<file path="src/sv/rnc_ram.sv">
// Generic single-clock RAM: one write port, one read port, registered read.
// No dependencies.
module rnc_ram #(
  parameter int WIDTH = 32,
  parameter int DEPTH = 64
) (
  input  logic                                      clk,
  input  logic                                      we,
  input  logic [((DEPTH > 1) ? $clog2(DEPTH) : 1)-1:0] waddr,
  input  logic [WIDTH-1:0]                          wdata,
  input  logic [((DEPTH > 1) ? $clog2(DEPTH) : 1)-1:0] raddr,
  output logic [WIDTH-1:0]                          rdata
);

  logic [WIDTH-1:0] mem [DEPTH];

  // Write and registered read.
  always_ff @(posedge clk) begin
    if (we) begin
      mem[waddr] <= wdata;
    end
    rdata <= mem[raddr];
  end

endmodule

</file>
<file path="config.mk">
export PLATFORM = sky130hd
export DESIGN_NAME = rnc_ram
export DESIGN_NICKNAME = d
export VERILOG_FILES = /design/src/sv/rnc_ram.sv
export SDC_FILE = /design/constraint.sdc
export NUM_CORES = 2
export LEC_CHECK = 0
export BUFFER_PORTS_ARGS = -buffer_cell sky130_fd_sc_hd__buf_2
export CAP_MARGIN = 40
export CORE_UTILIZATION = 35
export DETAILED_ROUTE_END_ITERATION = 10
export HOLD_SLACK_MARGIN = 0.02
export PLACE_DENSITY = 0.59
export SETUP_SLACK_MARGIN = 0.1
export SYNTH_ARGS = -nofsm -noshare
export SYNTH_HDL_FRONTEND = slang
export SYNTH_SLANG_ARGS = --single-unit
export TNS_END_PERCENT = 20
</file>
<file path="constraint.sdc">
create_clock -name clk -period 5.4 [get_ports clk]
set_input_delay 1.35 -clock clk [delete_from_list [all_inputs] [get_ports clk]]
set_output_delay 1.35 -clock clk [all_outputs]
set_load 0.005 [all_outputs]
</file>
==> reports/qor.csv <==
stage,metric,value,unit
clock_network,"Clk Latency, worst-skew pair",860,ps
global_routing,first-pass GRT wire length,288000,um
sta,slew at the pin with the worst max-slew slack,909,ps
placed_design,Port Buffer Count,77,
sta,setup TNS,0,ps
hold_path,Min-Delay Path Class,flop to flop,
synth,Netlist Area Pre-Place,0.0785,sq mm
finish,Nets,3681,
global_routing,Total GRT Usage,18.1,%
finish,"Design Area, Final",0.0915,sq mm
pwr,PwrDens,369,mW/mm^2
detailed_routing,drt first pass iters,6,
clock_network,setup bufs post-CTS,0,
sta,Achievable Freq,0.270,GHz
critical_path,Crit Path Max Fanout,55,
synth,synthesized instance count,3324,
global_routing,global routing's busiest layer,met2,
global_routing,GRT met3 Usage,3.00,%
synth,sequential area share after synthesis,79.1,%
sta,Fin. Hold Viols,0,
clock_network,H-tree levels,4,
sta,min Tclk post-route,3700,ps
synth,Synth area leader,edfxtp_1,
detailed_routing,Vias/cell,5.44,
clock_network,CTS Hold Buffers Added,0,
global_routing,number of global-route vias before repair,37605,
synth,syn_nets,3370,
placed_design,Cells after DPL,6400,
die,die area,0.226,sq mm
finish,Final Util,41.1,%
die,core area,0.223,sq mm
global_routing,M2 GR Usage,29.4,%
sta,RSZ-0062 raised after global routing,no,
sta,"Setup violations, final",0,
pwr,Comb power frac,4.9,%
finish,Layout Area Growth over Synthesis,16.6,%
placed_design,routability cong.,0.769,
finish,register area,0.0621,sq mm
synth,synth cell count leaders,"edfxtp_1, mux4_2, nor2_1",
global_routing,routing usage on met1,25.1,%
sta,Final Worst Setup Slack,1700,ps
clock_network,Num CTS Buffers,208,
synth,Mean Syn Cell Area,23.6,sq um
sta,Final Skew,35.9,ps
critical_path,worst path required time,6080,ps
job,max cap viols,0,
detailed_routing,DRT Wirelength,204000,um
die,Die Wd,476,um
pwr,Sw Pwr,7.18,mW
detailed_routing,DR iter-0 viols,4517,
clock_network,PostCTS Resize Cnt,0,
placed_design,Placement Cell Area,0.0848,sq mm
pwr,Internal,26.6,mW
critical_path,Startpoint Class,input port,
clock_network,Bufs on Longest Clock Path,3,
finish,share of layout cells above drive strength 1,31.1,%
finish,Non-Filler Instances,6791,
pwr,Total Power,33.8,mW
detailed_routing,DR WL/cell,30.0,um
sta,Hold WS,801,ps
synth,"count leader, synth",edfxtp_1,
synth,#FFs+latches synth,2080,
synth,Synth Flop Type,edfxtp_1,
clock_network,TritonCTS clock tree,yes,
detailed_routing,Vias,36976,
clock_network,clock sink count,2080,
critical_path,CP Class,input port to flop,
synth,Post-synth EDFFs,2048,
critical_path,worst r2r path cells,4,
global_routing,initial antenna violation count,19,
detailed_routing,DRT antenna net count,0,
clock_network,Clock Pin Slew Worst Setup and Hold Paths,60,ps
pwr,Worst IR Drop VDD,0.295,mV
hold_path,Hold Path Cell Cnt,4,
outcome,status,completed,
die,Starting Density,35.3,%
synth,area fraction of the dominant cell type after synthesis,78.3,%
finish,FILL cells,19303,
pwr,power share of the sequential group,53.2,%
pwr,clock network power share,42.0,%
finish,Multi-input gate area,0.0160,sq mm
pwr,Net Sw Frac,21.3,%
synth,Yosys warnings,0,
clock_network,clk root buf,clkbuf_16,
placed_design,Detailed Place HPWL,119000,um
critical_path,crit end category,flop,
placed_design,Post-Place Worst Slack,805,ps
synth,Synth cell types,34,
global_routing,GR Overflow Total,0,
die,I/O pin cnt,78,
detailed_routing,detailed-route DRC error count,0,
die,Core Rows,173,
synth,async set-or-reset flop fraction in the synthesized netlist,0,%
die,Vert. Die Dim,476,um
pwr,P_leak,28.3,nW
sta,Tcrit/Tclk final,68.5,%
global_routing,largest net degree at the start of global routing,75,
critical_path,crit path DAT,4380,ps
sta,Worst slew margin,39.3,%
sta,fin. max-slew vios,0,
synth,dominant cells by area after synthesis,"edfxtp_1, mux4_2, mux2i_1, dfxtp_1, o22ai_1",
layout by cell type, fill, tap and decap left out, types with 7 or more instances in the layout:
master,n
clkinv_1,44
nor2_1,75
diode_2,7
buf_4,130
a311oi_1,8
nand2b_1,7
edfxtp_1,2048
nor2b_1,15
clkbuf_16,208
buf_16,9
mux4_2,544
o22ai_1,84
buf_12,63
clkbuf_8,11
buf_2,73
clkinvlp_4,9
mux2i_1,93
a21oi_1,62
clkinv_2,26
nor2_4,62
clkbuf_1,53
o221ai_1,27
nand2_1,26
dfxtp_1,32
bufinv_16,17
a22oi_1,12
cell type report:
cell class              instances  area share, %
multi-input cells            1062           17.4
repair buffers                283           3.23
diodes                          7         0.0191
clock buffers                 272           6.07
clock inverters               112           1.26
flip-flops and latches       2080           67.9
well taps                    2975           4.07
cells by family after synthesis:
family | after synthesis | share of synthesized area, %
buffers and inverters | 182 | 1.13
flip-flops | 2080 | 79.1
AO/OA/AOI/OAI | 202 | 1.67
multiplexers | 637 | 16.8
AND/OR/NAND/NOR | 223 | 1.27
state kept, by name, summed over array words and instances (netlist names):
signal	flops
mem	2048
rdata	32
power by group through the flow:
stage,clock network [mW],logic (mW),registers [mW]
floorplan,0,0.869,18.2
global placement,0,1.60,18.3
detailed placement,0,1.67,18.3
CTS,14.4,1.67,18.0
global route,15.0,1.74,18.0
finish,14.2,1.64,18.0
metal layers:
metal / vias to the layer above / wire, um / part of all wire [%]
li1: 14944 / - / -
met1: 20190 / 84100 / 41
met2: 1528 / 100000 / 49
met3: 306 / 14500 / 7.1
met4: 8 / 5120 / 2.5
met5: - / 55 / 0.027
worst paths after layout:
path,start,end,slack [ps]
setup / recovery,raddr[0],rdata[31]$_DFF_P_,1700
hold / removal,mem[28][4]$_DFFE_PP_,rdata[4]$_DFF_P_,800
setup reg to reg,mem[35][31]$_DFFE_PP_,rdata[31]$_DFF_P_,3100
hold reg to reg,mem[28][4]$_DFFE_PP_,rdata[4]$_DFF_P_,800
critical path, cell delays in order:
cell,delay [ps]
buf_8,570
buf_12,280
buf_4,320
mux4_2,550
mux4_2,470
o22ai_1,590
nor2_1,170
Note: power is estimated with default switching activity, not from simulation.
