$ cat src/sv/rnc_pkg.sv
// Shared types, widths and codes for the rotational network coupling block.
// No dependencies; every other file of the block except rnc_ram imports this package.
package rnc_pkg;

  // Network size and the index widths that follow from it.
  localparam int NODES   = 64;
  localparam int IDX_W   = (NODES > 1) ? $clog2(NODES) : 1;
  localparam int WADDR_W = 2 * IDX_W;
  localparam int WDEPTH  = 2 ** WADDR_W;

  // Datapath widths.
  localparam int DIFF_W  = 17;               // Q4.12 difference
  localparam int PROD_W  = 33;               // Q1.14 times difference
  localparam int ROT_W   = 34;               // rotated difference, Q.26
  localparam int MAC_W   = 50;               // weight times rotated difference, Q.40
  localparam int ACC_W   = MAC_W + IDX_W;    // sum over all nodes
  localparam int RND_W   = ACC_W - 16;       // accumulator rounded to Q.24
  localparam int GPROD_W = RND_W + 17;       // times unsigned Q8.8 gain, Q.32
  localparam int FIN_W   = GPROD_W - 20;     // rounded to Q.12 before saturation

  // Number of register stages from RAM read to accumulator.
  localparam int PIPE_D = 5;

  typedef logic [IDX_W-1:0]   idx_t;
  typedef logic [WADDR_W-1:0] waddr_t;

  // Request opcodes.
  typedef enum logic [1:0] {
    OP_STATE   = 2'd0,
    OP_WEIGHT  = 2'd1,
    OP_COMPUTE = 2'd2
  } opcode_t;

  // Configuration register indexes.
  typedef enum logic [1:0] {
    REG_COS    = 2'd0,
    REG_SIN    = 2'd1,
    REG_GAIN_U = 2'd2,
    REG_GAIN_V = 2'd3
  } cfg_reg_t;

  // Register reset values.
  localparam logic [15:0] COS_RESET  = 16'd16384;
  localparam logic [15:0] SIN_RESET  = 16'd0;
  localparam logic [15:0] GAIN_RESET = 16'd256;

  // Controls from the sequencer to the multiply-accumulate pipeline.
  typedef struct packed {
    logic clear;    // zero the accumulators
    logic xi_load;  // node RAM output holds the center node state
    logic issue;    // a neighbor read was issued this cycle
  } mac_ctrl_t;

  // Controls from the sequencer to the gain and rounding stage.
  typedef struct packed {
    logic rnd_en;   // round accumulators to Q.24
    logic mul_en;   // multiply by gains
  } fin_ctrl_t;

endpackage

$ cat src/sv/rnc_finish.sv
// Output scaling: round the sums, apply the gains, round and saturate.
// Depends on rnc_pkg; takes the accumulators of rnc_mac.
module rnc_finish import rnc_pkg::*; (
  input  logic                    clk,
  input  fin_ctrl_t               ctrl,
  input  logic signed [ACC_W-1:0] acc_u,
  input  logic signed [ACC_W-1:0] acc_v,
  input  logic [15:0]             gain_u,
  input  logic [15:0]             gain_v,
  output logic [31:0]             coupling_u,
  output logic [31:0]             coupling_v,
  output logic                    saturated
);

  localparam logic signed [ACC_W-1:0]   HALF_ACC = ACC_W'(32768);
  localparam logic signed [GPROD_W-1:0] HALF_GP  = GPROD_W'(524288);
  localparam logic signed [FIN_W-1:0]   SAT_HI   = FIN_W'(32'sh7fffffff);
  localparam logic signed [FIN_W-1:0]   SAT_LO   = FIN_W'(32'sh80000000);

  logic signed [ACC_W-1:0]   sum_u, sum_v;
  logic signed [RND_W-1:0]   rnd_u, rnd_v;
  logic signed [GPROD_W-1:0] gp_u, gp_v;
  logic signed [GPROD_W-1:0] gsum_u, gsum_v;
  logic signed [FIN_W-1:0]   f_u, f_v;
  logic [32:0]               s_u, s_v;

  // Clip to the signed 32-bit range; the top bit flags a clip.
  function automatic logic [32:0] sat32(input logic signed [FIN_W-1:0] x);
    logic [32:0] r;
    if (x > SAT_HI) begin
      r = {1'b1, 32'h7fffffff};
    end else if (x < SAT_LO) begin
      r = {1'b1, 32'h80000000};
    end else begin
      r = {1'b0, x[31:0]};
    end
    return r;
  endfunction

  // Round half up from Q.40 to Q.24.
  assign sum_u = acc_u + HALF_ACC;
  assign sum_v = acc_v + HALF_ACC;

  always_ff @(posedge clk) begin
    if (ctrl.rnd_en) begin
      rnd_u <= RND_W'(sum_u >>> 16);
      rnd_v <= RND_W'(sum_v >>> 16);
    end
  end

  // Gain multiply; the gains are unsigned and zero-extended.
  always_ff @(posedge clk) begin
    if (ctrl.mul_en) begin
      gp_u <= GPROD_W'(rnd_u) * GPROD_W'($signed({1'b0, gain_u}));
      gp_v <= GPROD_W'(rnd_v) * GPROD_W'($signed({1'b0, gain_v}));
    end
  end

  // Round half up from Q.32 to Q.12, then saturate.
  always_comb begin
    gsum_u = gp_u + HALF_GP;
    gsum_v = gp_v + HALF_GP;
    f_u    = FIN_W'(gsum_u >>> 20);
    f_v    = FIN_W'(gsum_v >>> 20);
    s_u    = sat32(f_u);
    s_v    = sat32(f_v);
  end

  assign coupling_u = s_u[31:0];
  assign coupling_v = s_v[31:0];
  assign saturated  = s_u[32] | s_v[32];

endmodule
$ cat config.mk
export PLATFORM = sky130hd
export DESIGN_NAME = rnc_finish
export DESIGN_NICKNAME = d
export VERILOG_FILES = /design/src/sv/rnc_pkg.sv /design/src/sv/rnc_finish.sv
export SDC_FILE = /design/constraint.sdc
export NUM_CORES = 2
export LEC_CHECK = 0
export BUFFER_PORTS_ARGS = -buffer_cell sky130_fd_sc_hd__buf_2
export CAP_MARGIN = 5
export CORE_ASPECT_RATIO = 0.8
export CORE_UTILIZATION = 25
export CTS_BUF_LIST = sky130_fd_sc_hd__clkbuf_4 sky130_fd_sc_hd__clkbuf_8
export DETAILED_ROUTE_END_ITERATION = 8
export GPL_ROUTABILITY_DRIVEN = 0
export PLACE_DENSITY_LB_ADDON = 0.12
export SYNTH_ARGS = -nofsm -noshare
export SYNTH_HDL_FRONTEND = slang
export SYNTH_SLANG_ARGS = --single-unit
$ cat constraint.sdc
create_clock -name clk -period 9.2 [get_ports clk]
set_input_delay 0.46 -clock clk [delete_from_list [all_inputs] [get_ports clk]]
set_output_delay 0.46 -clock clk [all_outputs]
set_load 0.02 [all_outputs]
==> impl_results.md <==
- First-pass GRT wire length: 246.0 mm
- DRC: 0
- Worst-Skew Late Latency: 0.63 ns
- Seq cells post-synth: 156
- Syn avg cell area: 9.273 um^2
- Synth top area share: 0.4801
- Max-Cap Viols: 0
- Worst-margin pin slew: 1.258 ns
- Max clock buf depth: 2
- Routed Antenna Nets: 0
- Worst Hold Depth: 2
- CP Launch Type: flop
- R2r endpoint: gp_u[51]
- Global routing usage summed across all routing layers: 0.1639
- Final Cycle Share: 0.8582
- Setup TNS: 0 ns
- Ports: 212
- Hold EP: rnd_u[31]
- Most common cell in the synthesized netlist: inv_1
- EDFF count, synth: 156
- Reg-to-reg startpoint: rnd_u[19]
- Area growth syn-to-layout: 8.994%
- Status: complete, no violations
- CTS tree: built
- Top_reg_cell synth: edfxtp_1
- Largest net degree at the start of global routing: 60
- Via count: 34,870
- Setup CP Type: flop to flop
- 1st-iter DRT viols: 1,807
- Antenna violations before repair: 17
- Layout Skew: 0.03193 ns
- Synth warn: 0
- Core footprint: 198,200 um^2
- Clock transition at the registers of the reported paths: 0.13 ns
- CTS buffer count: 17
- Synth Instances: 5,387
- Vias in the first global route: 38,560
- Post-cts sizing count: 0
- PortBufs: 181
- Library cells used by synthesis: 76
- Rows: 146
- Critical Path AT: 8.25 ns
- Vias per cell: 4.288
- Worst Path Required: 9.56 ns
- Final WL: 160.0 mm
- Total grt overflow: 0
- Root buf cell: clkbuf_8
- Hold Path Origin: acc_u[47]
- Seq/Total Area, Yosys: 0.09377
- CP Max Fanout: 16
- Crit end category: flop
- Syn Nets: 6,998
- Dominant cells by area after synthesis: fa_1 (48%), inv_1 (9.8%), edfxtp_1 (9.4%)
- FFs w/ async S/R, synth: 0
- Number of H-tree levels: 4
- Relative slew margins: 0.1583
- Synth area leader: fa_1
- RSZ-0062 raised after global routing: no
- Die X: 501.8 um
- Worst r2r path cells: 21
- Netlist Area Pre-Place: 49,960 um^2
- Final min period: 7.895 ns
- Setup Viol. Count Final: 0
- R2r setup slk: 1.30 ns
- Final Slew Violations: 0
- Post-CTS Setup Inserts: 0
- Hold crit path type: primary input to flop
- Nets: 7,057
- Top cells by count, synth: inv_1 (1,306), fa_1 (1,198), nand2_1 (892)
- Die height: 401.8 um
- Clk sinks: 156
- Hpwl dp: 128.5 mm
- DR pass1 iterations: 5
- Die footprint: 201,600 um^2
- Initial core utilization: 0.2520
- Peak Freq: 0.1267 GHz
- Hold Vio Cnt, Final: 0
- Routed len/inst: 19.68 um
- Ratio of cells with drive above 1 in the final layout: 0.06100
- CTS Hold Bufs: 0
routing by layer:
| layer | GRT usage | vias to the layer above | share of wire |
|---|---|---|---|
| li1 | - | 15900 | - |
| met1 | 0.2441 | 18130 | 0.50 |
| met2 | 0.2516 | 736 | 0.43 |
| met3 | 0.02368 | 109 | 0.046 |
| met4 | 0.02919 | 0 | 0.017 |
| met5 | 0 | - | 0 |
state kept, by name, summed over array words and instances (netlist names):
register and cells:
gp_v 38, rnd_u 40, rnd_v 40, gp_u 38
how the worst max path moves through the flow:
stage	startpoint	to	slack, ns
5_1_grt	rnd_u[19]	gp_u[51]	1.01
4_1_cts	rnd_u[19]	gp_u[51]	1.23
3_3_place_gp	gain_u[2]	gp_u[51]	1.21
3_5_place_dp	gain_u[2]	gp_u[51]	1.25
6_report	rnd_u[19]	gp_u[51]	1.30
2_1_floorplan	gain_u[2]	gp_u[51]	2.72
kinds of logic (layout without fill, tap and decap cells):
logic type / Yosys count / in the layout / synth area share
AND/OR/NAND/NOR: 1701 / 1701 / 0.1646
buffers and inverters: 1533 / 1605 / 0.1156
other: 0 / 10 / 0
multiplexers: 1 / 1 / 0.0002004
flip-flops: 156 / 156 / 0.09377
adder cells (fa/ha/maj): 1464 / 1464 / 0.5467
AO/OA/AOI/OAI: 303 / 303 / 0.03900
XOR/XNOR: 229 / 229 / 0.04015
through the flow:
stage	hold slack, ns	area, um^2	util	setup slack, ns	cells
floorplan	0.5725	49960	-	2.720	5387
global placement	0.7811	54010	0.2725	1.210	8091
detailed placement	0.7779	54010	0.2725	1.253	8091
CTS	0.07163	54420	0.2746	1.233	8123
global route	0.06328	54450	0.2747	1.014	8132
finish	0.1291	54450	0.2747	1.305	8133
critical path, stage by stage, from the launching register on:
cell	delay, ns
edfxtp_1	1.05
nand2_1	0.19
fa_1	0.57
inv_1	0.05
fa_1	0.48
fa_1	0.59
fa_1	0.46
fa_1	0.51
inv_1	0.05
fa_1	0.58
inv_1	0.07
ha_1	0.43
nand4_1	0.18
nor2_1	0.07
a211oi_2	0.31
o211ai_1	0.29
a32o_1	0.49
a41o_1	0.39
or2_4	0.29
a31o_2	0.27
a211oi_2	0.21
nor2_1	0.06
final cells by class:
class	instances	area, um^2
diodes	10	25.02
clock buffers	17	234.0
clock inverters	15	180.2
fillers	21350	143800
inverters	1306	4902
multi-input cells	3698	39510
flip-flops and latches	156	4684
well taps	2664	3333
repair buffers	267	1582
cells in the final DEF (no fill, tap or decap), types with 68 or more instances in the layout:
| cell | netlist | final |
|---|---|---|
| edfxtp_1 | 156 | 156 |
| ha_1 | 266 | 266 |
| a21oi_1 | 79 | 79 |
| and2_1 | 480 | 480 |
| nand3_1 | 68 | 68 |
| fa_1 | 1198 | 1198 |
| nand2_1 | 892 | 892 |
| xnor2_1 | 140 | 140 |
| xor2_1 | 89 | 89 |
| buf_4 | 3 | 86 |
| buf_2 | 6 | 179 |
| inv_1 | 1306 | 1306 |
| nor2_1 | 86 | 86 |
Power is not shown: default switching activity piles up to over one toggle a cycle in this logic, so the estimate is an artifact.
